### config.mk
export PLATFORM = sky130hd
export DESIGN_NAME = ppr_datapath
export DESIGN_NICKNAME = d
export VERILOG_FILES = /design/src/rtl/core/ppr_pkg.sv /design/src/rtl/core/ppr_datapath.sv
export SDC_FILE = /design/constraint.sdc
export NUM_CORES = 1
export LEC_CHECK = 0
export BUFFER_PORTS_ARGS = -buffer_cell sky130_fd_sc_hd__clkbuf_2
export CELL_PAD_IN_SITES_DETAIL_PLACEMENT = 1
export CELL_PAD_IN_SITES_GLOBAL_PLACEMENT = 2
export CORE_UTILIZATION = 33
export DETAILED_ROUTE_END_ITERATION = 12
export MAX_ROUTING_LAYER = met4
export PLACE_DENSITY_LB_ADDON = 0.05
export SLEW_MARGIN = 25
export SYNTH_ARGS = -nofsm -noshare
export SYNTH_HDL_FRONTEND = slang
export SYNTH_SLANG_ARGS = --single-unit
export TNS_END_PERCENT = 10
### constraint.sdc
create_clock -name vclk -period 11.99
set_clock_uncertainty 0.1 [all_clocks]
set_input_delay 1.199 -clock vclk [all_inputs]
set_output_delay 1.199 -clock vclk [all_outputs]
set_load 0.02 [all_outputs]
### src/rtl/core/ppr_pkg.sv
// Shared types and constants for the pixel predictor residual codec.
`default_nettype none
package ppr_pkg;

    localparam int MAX_WIDTH_DEF  = 4096;
    localparam int MAX_HEIGHT_DEF = 4096;

    localparam int CFG_IDX_W  = 2;
    localparam int CFG_DATA_W = 13;

    typedef logic [CFG_IDX_W-1:0] cfg_idx_t;

    localparam cfg_idx_t REG_MODEL_MODE   = 2'd0;
    localparam cfg_idx_t REG_DECODE_MODE  = 2'd1;
    localparam cfg_idx_t REG_IMAGE_WIDTH  = 2'd2;
    localparam cfg_idx_t REG_IMAGE_HEIGHT = 2'd3;

    typedef logic [1:0] mode_t;

    localparam mode_t MODE_RAW   = 2'd0;
    localparam mode_t MODE_DELTA = 2'd1;
    localparam mode_t MODE_PAETH = 2'd2;

    // Neighborhood and mode seen by the datapath for one pixel.
    typedef struct packed {
        mode_t      mode;
        logic       decode;
        logic [7:0] a;     // left, zero outside the image
        logic [7:0] b;     // upper, zero outside the image
        logic [7:0] c;     // upper-left, zero outside the image
        logic [7:0] prev;  // previous pixel of the frame
    } ctx_t;

endpackage
`default_nettype wire

### src/rtl/core/ppr_datapath.sv
// Prediction select, Paeth predictor and residual encode/decode for one pixel.
`default_nettype none
module ppr_datapath (
    input  wire ppr_pkg::ctx_t ctx,
    input  wire logic [7:0]    in_byte,
    output logic      [7:0]    pixel,
    output logic      [7:0]    result
);
    import ppr_pkg::*;

    logic signed [9:0] pa, pb, pc;
    logic        [7:0] paeth;
    logic        [7:0] pred;

    // p - a = b - c, p - b = a - c, p - c = a + b - 2c
    always_comb begin
        pa = $signed({2'b00, ctx.b}) - $signed({2'b00, ctx.c});
        pb = $signed({2'b00, ctx.a}) - $signed({2'b00, ctx.c});
        pc = pa + pb;
        if (pa < 0) pa = -pa;
        if (pb < 0) pb = -pb;
        if (pc < 0) pc = -pc;
        if (pa <= pb && pa <= pc) begin
            paeth = ctx.a;
        end else if (pb <= pc) begin
            paeth = ctx.b;
        end else begin
            paeth = ctx.c;
        end
    end

    always_comb begin
        case (ctx.mode)
            MODE_DELTA: pred = ctx.prev;
            MODE_PAETH: pred = paeth;
            default:    pred = 8'd0;
        endcase
    end

    always_comb begin
        if (ctx.decode) begin
            pixel  = pred + in_byte;
            result = pixel;
        end else begin
            pixel  = in_byte;
            result = in_byte - pred;
        end
    end

endmodule
`default_nettype wire

[Word-level counts from Yosys, hierarchy flattened]
Index checks and enable logic that the tools add are counted.
Operators by class
  reductions and logical operators: 1
  multipliers: 0
  shift-type cells: 0
  equal/unequal tests: 2
  bitwise logic cells: 0
  muxes and demuxes: 8
  add/sub/neg operators: 8
  magnitude comparators: 6
  div/mod/pow operators: 0
Operators by type and width (number)
  2-to-1 mux 8 bit: 4
  <= comparator 10 bit: 3
  2-to-1 mux 10 bit: 3
  negator 9 -> 10 bit: 2
  less-than comparator 9 x 1 -> 1 bit, second input constant: 2
  subtractor 8 x 8 -> 9 bit: 2
  case mux 8 bit (2 select lines): 1
  adder 9 x 9 -> 10 bit: 1
  less-than comparator 10 x 1 -> 1 bit, second input constant: 1
  negator 10 bit: 1
  adder 8 bit: 1
  subtractor 8 bit: 1
  == test 2 x 1 -> 1 bit, second input constant: 1
  == test 2 bit, second input constant: 1
  logical AND 1 bit: 1
Storage, ports and cells
  bits in registers: 0
  logic and storage cells: 25
  memory bits (writable): 0
  bits in latches: 0
  memories: 0
  bits in read-only memories: 0
  output and inout port bits: 16
  input port bits: 43

[Logic depth before layout (Yosys ltp)]
Gate-level depths: netlist of the first run.
  depth in word-level cells: 10
  depth in mapped cells: 41
  gate-level depth less buffers: 39

[Least setup slack after synthesis of the first run]
No wires, ideal clock.
  path kind: in2out
  start: input ctx[24] (netlist name)
  end: output result[7]
  arrival time: 8151 ps
  setup slack: 2540 ps
  stages on the path: 36
  required time: 10691 ps
  cells stage by stage: inv_1 ha_1 inv_1 fa_1 xnor2_1 inv_1 ha_1 a21oi_1 o21ai_0 a21o_1 maj3_2 maj3_2 a21o_2 nand2_1 nand2_1 xor2_1 ha_1 nand4_1 a311oi_1 a2111oi_0 o2111ai_1 a32oi_2 clkbuf_1 nand2_1 o21ai_0 a22oi_1 or2_2 ha_1 a21oi_1 nor2_1 o21bai_1 a21oi_1 o31ai_1 a22oi_1 xor2_1 xnor2_1
Between the ends
  cells in the longest elaborated chain, start to end: 10
  elaborated cells between the ends (all ways): 18
RTL lines
  from (decl): RTL line ppr_datapath.sv:4  | input wire ppr_pkg::ctx_t ctx,
  subtractor 8 x 8 -> 9 bit: RTL line ppr_datapath.sv:18  | pb = $signed({2'b00, ctx.a}) - $signed({2'b00, ctx.c});
  adder 9 x 9 -> 10 bit: RTL line ppr_datapath.sv:19  | pc = pa + pb;
  negator 10 bit or less-than comparator 10 x 1 -> 1 bit (tied branches): RTL line ppr_datapath.sv:22  | if (pc < 0) pc = -pc;
  2-to-1 mux 10 bit: RTL line ppr_datapath.sv:22
  <= comparator 10 bit (on tied branches): RTL line ppr_datapath.sv:25, ppr_datapath.sv:23
  2-to-1 mux 8 bit or logical AND 1 bit (tied branches): RTL line ppr_datapath.sv:25, ppr_datapath.sv:23
  2-to-1 mux 8 bit (*): RTL line ppr_datapath.sv:23  | if (pa <= pb && pa <= pc) begin
  case mux 8 bit (2 select lines) (*): RTL line ppr_datapath.sv:33  | case (ctx.mode)
  subtractor 8 bit or adder 8 bit (tied branches): RTL line ppr_datapath.sv:46, ppr_datapath.sv:42
  2-to-1 mux 8 bit (*): RTL line ppr_datapath.sv:41  | if (ctx.decode) begin
  to (decl): RTL line ppr_datapath.sv:7  | output logic [7:0] result
Every way passes the cells marked *; elsewhere a longest branch is shown, timed or not.

[Final worst setup path of the first run]
Same ends and word-level chain as after synthesis.

==> parameters.txt, run 1 <==
Parameter                              Value

Pwr
  Power share of the combinational group ... between 90% and 100%
  Clk pwr share ... 0%
  Switching share of total power ... around three fifths
  Cell Pwr Density ... between 100 and 150 nW/µm²
  Leakage ... approximately 0.0018 µW
  Share of power burned in registers ... 0%
  Internal portion of total power ... 208.9 µW
  Sw Pwr ... between 300 and 400 µW
  Overall power of the completed layout ... 517.2 µW
  Worst voltage drop across the vdd grid ... between 0.04 and 0.05 mV

Logic synthesis
  Area share of the largest cell type after synthesis ... a little over a quarter
  Top cells by area, synth ... sky130_fd_sc_hd__ha_1, sky130_fd_sc_hd__xnor2_1, sky130_fd_sc_hd__inv_1
  Post-synthesis cell count ... 438
  Biggest area consumer among synthesized cells ... sky130_fd_sc_hd__ha_1
  Mapped cell area ... around 3200 µm²
  Number of synthesis warnings ... 0
  Unique cell type count in the Yosys netlist ... 59
  Average instance area after synthesis ... 7.270 µm²
  Share of synthesized area occupied by flip-flops and latches ... 0%

Global route
  Number of global-route vias before repair ... around 3400
  First-pass GRT wire length ... 16.38 mm
  Global route overflow ... 0
  Largest net degree at the start of global routing ... 20
  Number of antenna violations at the first check in global routing ... 0
  All-layer global routing usage ... between 20% and 30%

Critical path
  Endpoint kind of the worst setup timing path ... output port
  Arrival time at the worst endpoint ... between 9 and 10 ns
  Biggest fanout along the worst timing path ... 15
  Cell occurring most often along the worst timing path ... sky130_fd_sc_hd__ha_1
  Max incr delay on CP ... 0.67 ns
  Worst Path Class, Setup ... input pin to output port
  Master of the slowest instance on the critical path ... sky130_fd_sc_hd__a32oi_2
  Worst EP required ... roughly 11 ns
  Launching element type of the critical path ... input pin

Drt
  Violation count after the first detailed-route iteration ... 48
  Per-cell routed wire length ... approximately 16 µm
  Avg Vias per Cell ... 5.119
  Remaining number of nets flagged by the antenna check after routing ... 0
  Vias ... between 3000 and 4000
  Router iterations before antenna repair ... 4
  Total Wirelength ... around 10 mm
  Post-route DRC violation count ... 0

Die
  Number of top-level pins ... 59
  Core area ... about 9300 µm²
  Initial core utilization ... between 30% and 40%
  Die ar. ... approximately 10000 µm²
  Cell Rows ... 35
  Vert. Die Dim ... between 100 and 150 µm
  Horizontal die dimension ... 100.2 µm

Place
  Count of buffers inserted at the top-level ports ... between 50 and 60
  HPWL after detailed placement ... ~9 mm
  GPL Wtd Cong ... approximately 0.87

Clock tree
  Count of hold-fix buffers inserted at cts ... 0
  Post-cts sizing count ... 0
  Total setup buffers inserted after CTS ... 0

Timing
  Worst-Margin Slew ... ~0.8 ns
  Unrepaired setup endpoints after global routing ... false
  Number of endpoints with negative hold slack in the final report ... 0
  Worst max-slew margin expressed relative to the limit ... 47.21%
  Time the final worst path needs with I/O delays and setup ... approximately 11 ns
  Slew Limit Fails ... 0
  Setup violation total in the final timing report ... 0
  Fmax achieved ... around 90 MHz
  Accumulated negative setup slack ... 0 ns
  Tcrit/Tclk final ... just over 90%

Job
  Total of max-cap violations ... 0

Cells and area
  Top library cells by usage in the layout, fill and taps aside ... sky130_fd_sc_hd__ha_1, sky130_fd_sc_hd__clkbuf_2, sky130_fd_sc_hd__inv_1
  Core Util, Final ... 38.98%
  CLK BUF ... 0
  Most frequent standard cell in the layout excluding fill and tap cells ... sky130_fd_sc_hd__ha_1
  Number of inserted filler cells in the final layout ... ~1200
  Synthesis-to-layout area growth ... 13.63%
  Storage element area ... 0 µm²
  Antenna fix cells ... 0
  Net count reported at finish ... between 600 and 700
  Seq_cells ... 0
  Fraction of final layout cells sized beyond drive strength 1 ... ~16%

Status
  Status ... finished, final reports clean

Min path
  Path category of the worst min-delay check ... input pin to output port
-- layer usage --
layer / track usage, % / vias to the layer above / part of all wire [%]
li1: - / 1646 / -
met1: 27.51 / 1481 / 50
met2: 35.56 / 37 / 46
met3: 0.9749 / 10 / 1.9
met4: 3.122 / 0 / 1.8
met5: - / - / 0
-- worst paths after layout --
| kind | startpoint | to | slack, ns | cells after the start |
|---|---|---|---|---|
| max | ctx[24] | result[7] | 0.86 | 38 |
| min | in_byte[7] | pixel[7] | 2.62 | 3 |
-- worst max-delay path, delay by kind of cell --
family / cells / cell delay (ns)
fa+ha+maj: 7 / 2.24
compound gates: 15 / 3.67
simple gates: 7 / 1.14
buf+inv: 5 / 0.53
xor+xnor: 4 / 1.02
-- synth_stat cells, drive strengths merged (3+ instances only) --
master  count
ha         69
inv        47
nor2       42
a21oi      33
xnor2      33
nand2      28
o21ai      28
xor2       19
mux2i      11
nand2b      9
or2         9
clkbuf      8
a21o        7
a22oi       7
nand4       6
fa          5
nand3       5
nor2b       5
nor3        5
o21a        5
o21bai      5
maj3        4
o31ai       4
or3         4
a21boi      3
a32oi       3
nand3b      3
o31a        3
-- cell type report --
type                       instances  area, µm²  area share, %
tap                              129      161.4          4.461
multi-input combinational        384       2982          82.40
inverter                          48      180.2          4.979
timing repair buffer              59      295.3          8.160
-- power by group through the flow --
stage               clock network [µW]  registers, µW  logic (µW)
floorplan                            0              0         380
finish                               0              0         517
detailed placement                   0              0         514
CTS                                  0              0         520
global route                         0              0         585
global placement                     0              0         505
-- cell families after synthesis --
| group | after synthesis | share of synthesized area [%] |
|---|---|---|
| compound gates | 115 | 24.56 |
| fa+ha+maj | 78 | 31.59 |
| buf+inv | 56 | 6.601 |
| mux | 12 | 3.812 |
| other cells | 2 | 0.2358 |
| xor+xnor | 52 | 14.54 |
| simple gates | 123 | 18.66 |
-- through the flow --
stage                     setup slack [ns]  instances  area [µm²]  hold WS, ns
after floorplan                      2.540        440        3192        2.440
after global placement               1.026        620        3618        2.617
after detailed placement            0.8530        620        3618        2.621
after CTS                           0.8217        620        3618        2.621
after global routing                0.1874        620        3618        2.641
final                               0.8563        620        3618        2.616
Power figures use the tool's default switching activity.
==> inputs of run 2 (changes only) <==
- PLACE_DENSITY: default -> 0.83
- PLACE_DENSITY_LB_ADDON: 0.05 -> default
==> run 2 against run 1 <==
- final cell count did not move
- first-iteration DRC count rose by 54%
- via count rose by 1.5%
- final area did not move
- worst hold slack improved by 0.00057 ns
- critical endpoint unchanged
- global-route usage fell by 0.26 points
- total power fell by 0.94%
- highest routed layer unchanged
- fmax rose by 1.8%
- non-clock buffer count did not move
- utilization did not move
- sequential share of layout area did not move
- combinational power fell by 1%
==> parameters.txt, run 2 (synthesized netlist as in run 1, its figures left out) <==
Parameter                              Value

Timing
  Setup violation total in the final timing report ... 0 (unchanged)
  Worst-Margin Slew ... 0.7683 ns (-0.01252 ns)
  Fmax achieved ... 91.42 MHz (+1.8%)
  Tcrit/Tclk final ... 91.23% (-1.6 points)
  Slew Limit Fails ... 0 (unchanged)
  Number of endpoints with negative hold slack in the final report ... 0 (unchanged)
  Unrepaired setup endpoints after global routing ... false
  Time the final worst path needs with I/O delays and setup ... 10.94 ns (-0.1949 ns)
  Accumulated negative setup slack ... 0 ns (unchanged)
  Worst max-slew margin expressed relative to the limit ... 48.06% (+0.85 points)

Die
  Horizontal die dimension ... 100.2 µm (unchanged)
  Core area ... 9284 µm² (unchanged)
  Initial core utilization ... 34.30% (unchanged)
  Vert. Die Dim ... 100.2 µm (unchanged)
  Die ar. ... 10050 µm² (unchanged)
  Cell Rows ... 35 (unchanged)
  Number of top-level pins ... 59 (unchanged)

Job
  Total of max-cap violations ... 0 (unchanged)

Critical path
  Launching element type of the critical path ... input pin
  Endpoint kind of the worst setup timing path ... output port
  Worst Path Class, Setup ... input pin to output port
  Worst EP required ... 10.69 ns (about the same)
  Worst setup path endpoint ... result[7]
  Arrival time at the worst endpoint ... 9.64 ns (-0.19 ns)
  Cell occurring most often along the worst timing path ... sky130_fd_sc_hd__ha_1
  Master of the slowest instance on the critical path ... sky130_fd_sc_hd__a32oi_2
  CP Launch Point ... ctx[24]
  Max incr delay on CP ... 0.62 ns (-0.05 ns)
  Biggest fanout along the worst timing path ... 15 (unchanged)

Clock tree
  Total setup buffers inserted after CTS ... 0 (unchanged)
  Count of hold-fix buffers inserted at cts ... 0 (unchanged)
  Post-cts sizing count ... 0 (unchanged)

Drt
  Vias ... 3222 (+1.5%)
  Total Wirelength ... 9.700 mm (-1.2%)
  Router iterations before antenna repair ... 4 (unchanged)
  Per-cell routed wire length ... 15.65 µm (-1.2%)
  Remaining number of nets flagged by the antenna check after routing ... 0 (unchanged)
  Post-route DRC violation count ... 0 (unchanged)
  Violation count after the first detailed-route iteration ... 74 (+54%)
  Avg Vias per Cell ... 5.197 (+1.5%)

Cells and area
  Top library cells by usage in the layout, fill and taps aside ... sky130_fd_sc_hd__ha_1, sky130_fd_sc_hd__clkbuf_2, sky130_fd_sc_hd__inv_1
  Fraction of final layout cells sized beyond drive strength 1 ... 16.09% (unchanged)
  Synthesis-to-layout area growth ... 13.63% (unchanged)
  Core Util, Final ... 38.98% (unchanged)
  CLK BUF ... 0 (unchanged)
  Most frequent standard cell in the layout excluding fill and tap cells ... sky130_fd_sc_hd__ha_1
  Seq_cells ... 0 (unchanged)
  Number of inserted filler cells in the final layout ... 1245 (+1.3%)
  Antenna fix cells ... 0 (unchanged)
  Storage element area ... 0 µm² (unchanged)
  Net count reported at finish ... 610 (unchanged)

Place
  Count of buffers inserted at the top-level ports ... 59 (unchanged)
  HPWL after detailed placement ... 8.859 mm (-1.6%)
  GPL Wtd Cong ... 0.8583 (-1.5%)

Global route
  All-layer global routing usage ... 20.50% (-0.26 points)
  Global route overflow ... 0 (unchanged)
  First-pass GRT wire length ... 16.29 mm (-0.55%)
  Number of global-route vias before repair ... 3492 (+3.7%)
  Largest net degree at the start of global routing ... 20 (unchanged)
  Number of antenna violations at the first check in global routing ... 0 (unchanged)

Min path
  Path category of the worst min-delay check ... input pin to output port
  Critical hold path startpoint ... in_byte[7]

Pwr
  Cell Pwr Density ... 141.6 nW/µm² (-0.94%)
  Leakage ... 0.001761 µW (unchanged)
  Worst voltage drop across the vdd grid ... 0.03912 mV (-13%)

Status
  Status ... finished, final reports clean
-- run 2: cell counts in the layout (fill, tap and decap cells not counted) --
No cell type changed its count.
-- run 2: power breakdown --
group          switching (µW)  internal (µW)
combinational             305            207
sequential                  0              0
clock                       0              0
-- run 2: through the flow --
| stage | cells | cell area (µm²) | worst slack, ns | total power (µW) | hold slack, ns |
|---|---|---|---|---|---|
| 2_1_floorplan | 440 | 3192 | 2.540 | 379.6 | 2.440 |
| 3_3_place_gp | 620 | 3618 | 1.386 | 499.5 | 2.617 |
| 3_5_place_dp | 620 | 3618 | 1.083 | 513.1 | 2.620 |
| 4_1_cts | 620 | 3618 | 1.060 | 515.5 | 2.622 |
| 5_1_grt | 620 | 3618 | 0.3154 | 578.2 | 2.633 |
| 6_report | 620 | 3618 | 1.051 | 512.4 | 2.617 |
-- run 2: worst min path at each step --
stage          depth (start not counted)       end
6_report                               3  pixel[7]
2_1_floorplan                          1  pixel[7]
3_5_place_dp                           3  pixel[7]
5_1_grt                                3  pixel[7]
3_3_place_gp                           3  pixel[7]
4_1_cts                                3  pixel[7]
-- run 2: critical path, delay by kind of cell --
family | cells | cell delay [ns]
fa+ha+maj | 7 | 2.22
buf+inv | 5 | 0.55
simple gates | 7 | 1.16
xor+xnor | 4 | 1.11
compound gates | 15 | 3.39
-- run 2: area by class of cell --
cell class | instances | area, µm² | area share [%]
multi-input combinational | 384 | 2982 | 82.40
timing repair buffer | 59 | 295.3 | 8.160
inverter | 48 | 180.2 | 4.979
tap | 129 | 161.4 | 4.461
-- run 2: routing by layer --
metal	global-route usage, %	vias to the layer above	part of all wire [%]
met1	25.16	1524	48
met4	2.453	0	1.1
met5	-	-	0
met3	0.2089	8	1.2
met2	38.51	50	50
li1	-	1640	-
==> inputs of run 3 (changes only) <==
- GPL_ROUTABILITY_DRIVEN: default -> 1
- PLACE_DENSITY: 0.83 -> 0.91
==> run 3 against run 2 <==
- largest cell class unchanged
- setup slack worse by 0.0069 ns
- critical path depth unchanged
- final cell count unchanged
==> parameters.txt, run 3 (synthesized netlist as in run 1, its figures left out) <==
Parameter                              Value

Status
  Status ... finished, final reports clean

Critical path
  Launching element type of the critical path ... input pin
  Arrival time at the worst endpoint ... 9.65 ns (about the same)
  Endpoint kind of the worst setup timing path ... output port
  Max incr delay on CP ... 0.66 ns (+0.04 ns)
  Worst path bufs/invs ... 5 (unchanged)
  Biggest fanout along the worst timing path ... 15 (unchanged)
  Master of the slowest instance on the critical path ... sky130_fd_sc_hd__a32oi_2
  Worst EP required ... 10.69 ns (about the same)
  Largest delay share family, worst path ... compound AO/OA/AOI/OAI gates
  Worst Path Class, Setup ... input pin to output port

Cells and area
  Synthesis-to-layout area growth ... 13.63% (unchanged)
  Net count reported at finish ... 610 (unchanged)
  CLK BUF ... 0 (unchanged)
  Cell area after layout ... 3618 µm² (unchanged)
  Storage element area ... 0 µm² (unchanged)
  Top library cells by usage in the layout, fill and taps aside ... sky130_fd_sc_hd__ha_1, sky130_fd_sc_hd__clkbuf_2, sky130_fd_sc_hd__inv_1
  Non-filler cells, final ... 620 (unchanged)
  Antenna fix cells ... 0 (unchanged)
  Fraction of final layout cells sized beyond drive strength 1 ... 16.09% (unchanged)
  Seq_cells ... 0 (unchanged)
  Most frequent standard cell in the layout excluding fill and tap cells ... sky130_fd_sc_hd__ha_1

Pwr
  Leakage ... 0.001761 µW (unchanged)
  Power share of the combinational group ... 100.0% (about the same)
  Sw Pwr ... 305.2 µW (+0.10%)
  Switching share of total power ... 59.68% (+0.18 points)
  Worst voltage drop across the vdd grid ... 0.03855 mV (-1.5%)
  Clk pwr share ... 0% (unchanged)
  Share of power burned in registers ... 0% (unchanged)
  Internal portion of total power ... 206.2 µW (-0.62%)
  Overall power of the completed layout ... 511.4 µW (-0.19%)
  Cell Pwr Density ... 141.3 nW/µm² (-0.19%)

Clock tree
  Count of hold-fix buffers inserted at cts ... 0 (unchanged)
  Total setup buffers inserted after CTS ... 0 (unchanged)
  Post-cts sizing count ... 0 (unchanged)

Drt
  Remaining number of nets flagged by the antenna check after routing ... 0 (unchanged)
  Per-cell routed wire length ... 15.35 µm (-1.9%)
  Router iterations before antenna repair ... 4 (unchanged)
  Avg Vias per Cell ... 5.242 (+0.87%)
  Violation count after the first detailed-route iteration ... 73 (-1.4%)
  Total Wirelength ... 9.519 mm (-1.9%)
  Post-route DRC violation count ... 0 (unchanged)
  Vias ... 3250 (+0.87%)

Global route
  All-layer global routing usage ... 19.79% (-0.71 points)
  First-pass GRT wire length ... 15.74 mm (-3.4%)
  Global route overflow ... 0 (unchanged)
  Number of global-route vias before repair ... 3391 (-2.9%)
  Number of antenna violations at the first check in global routing ... 0 (unchanged)
  Largest net degree at the start of global routing ... 20 (unchanged)

Die
  Number of top-level pins ... 59 (unchanged)
  Initial core utilization ... 34.30% (unchanged)
  Die ar. ... 10050 µm² (unchanged)
  Core area ... 9284 µm² (unchanged)
  Vert. Die Dim ... 100.2 µm (unchanged)
  Cell Rows ... 35 (unchanged)
  Horizontal die dimension ... 100.2 µm (unchanged)

Job
  Total of max-cap violations ... 0 (unchanged)

Timing
  Number of endpoints with negative hold slack in the final report ... 0 (unchanged)
  Tcrit/Tclk final ... 91.29% (about the same)
  Worst-Margin Slew ... 0.7788 ns (+0.01049 ns)
  Setup violation total in the final timing report ... 0 (unchanged)
  Accumulated negative setup slack ... 0 ns (unchanged)
  Time the final worst path needs with I/O delays and setup ... 10.95 ns (+0.006900 ns)
  Slew Limit Fails ... 0 (unchanged)
  Worst max-slew margin expressed relative to the limit ... 48.08% (about the same)
  Fmax achieved ... 91.36 MHz (about the same)
  Unrepaired setup endpoints after global routing ... false

Place
  Cells after DPL ... 620 (unchanged)
  Cell Area, Placed ... 3618 µm² (unchanged)
  GPL Wtd Cong ... 0.9033 (+5.2%)
  HPWL after detailed placement ... 8.785 mm (-0.84%)
  Count of buffers inserted at the top-level ports ... 59 (unchanged)

Min path
  Path category of the worst min-delay check ... input pin to output port
## run 3: cell type report
| class | count | area (µm²) |
|---|---|---|
| timing repair buffer | 59 | 295.3 |
| tap | 129 | 161.4 |
| fill | 1238 | 5665 |
| inverter | 48 | 180.2 |
| multi-input combinational | 384 | 2982 |
## run 3: worst paths after layout
kind,start,end,cells past startpoint
worst max-delay path,ctx[16],pixel[7],38
worst min-delay path,in_byte[7],pixel[7],3
## run 3: power by group through the flow
| stage | Combinational [µW] | Clock (µW) | Sequential [µW] |
|---|---|---|---|
| global route | 574 | 0 | 0 |
| global placement | 493 | 0 | 0 |
| floorplan | 380 | 0 | 0 |
| detailed placement | 510 | 0 | 0 |
| finish | 511 | 0 | 0 |
| CTS | 514 | 0 | 0 |
## run 3: tightest hold or removal path, delay by kind of cell
family                 cells  cell delay, ns
buffers and inverters      2            0.27
XOR/XNOR                   1            0.08
## run 3: routing by layer
metal | vias to the layer above | GRT usage (%) | wire, µm
met5 | - | - | 0
met4 | 0 | 2.118 | 106
met3 | 8 | 0.1393 | 125
met2 | 44 | 37.72 | 4934
met1 | 1545 | 23.99 | 4353
li1 | 1653 | - | -
## run 3: stage by stage
stage          utilization, %  hold slack [ns]  setup WS (ns)
3_3_place_gp            38.98            2.617          1.328
3_5_place_dp            38.98            2.646          1.099
6_report                38.98            2.644          1.044
5_1_grt                 38.98            2.651         0.3821
4_1_cts                 38.98            2.646          1.073
2_1_floorplan               -            2.440          2.540
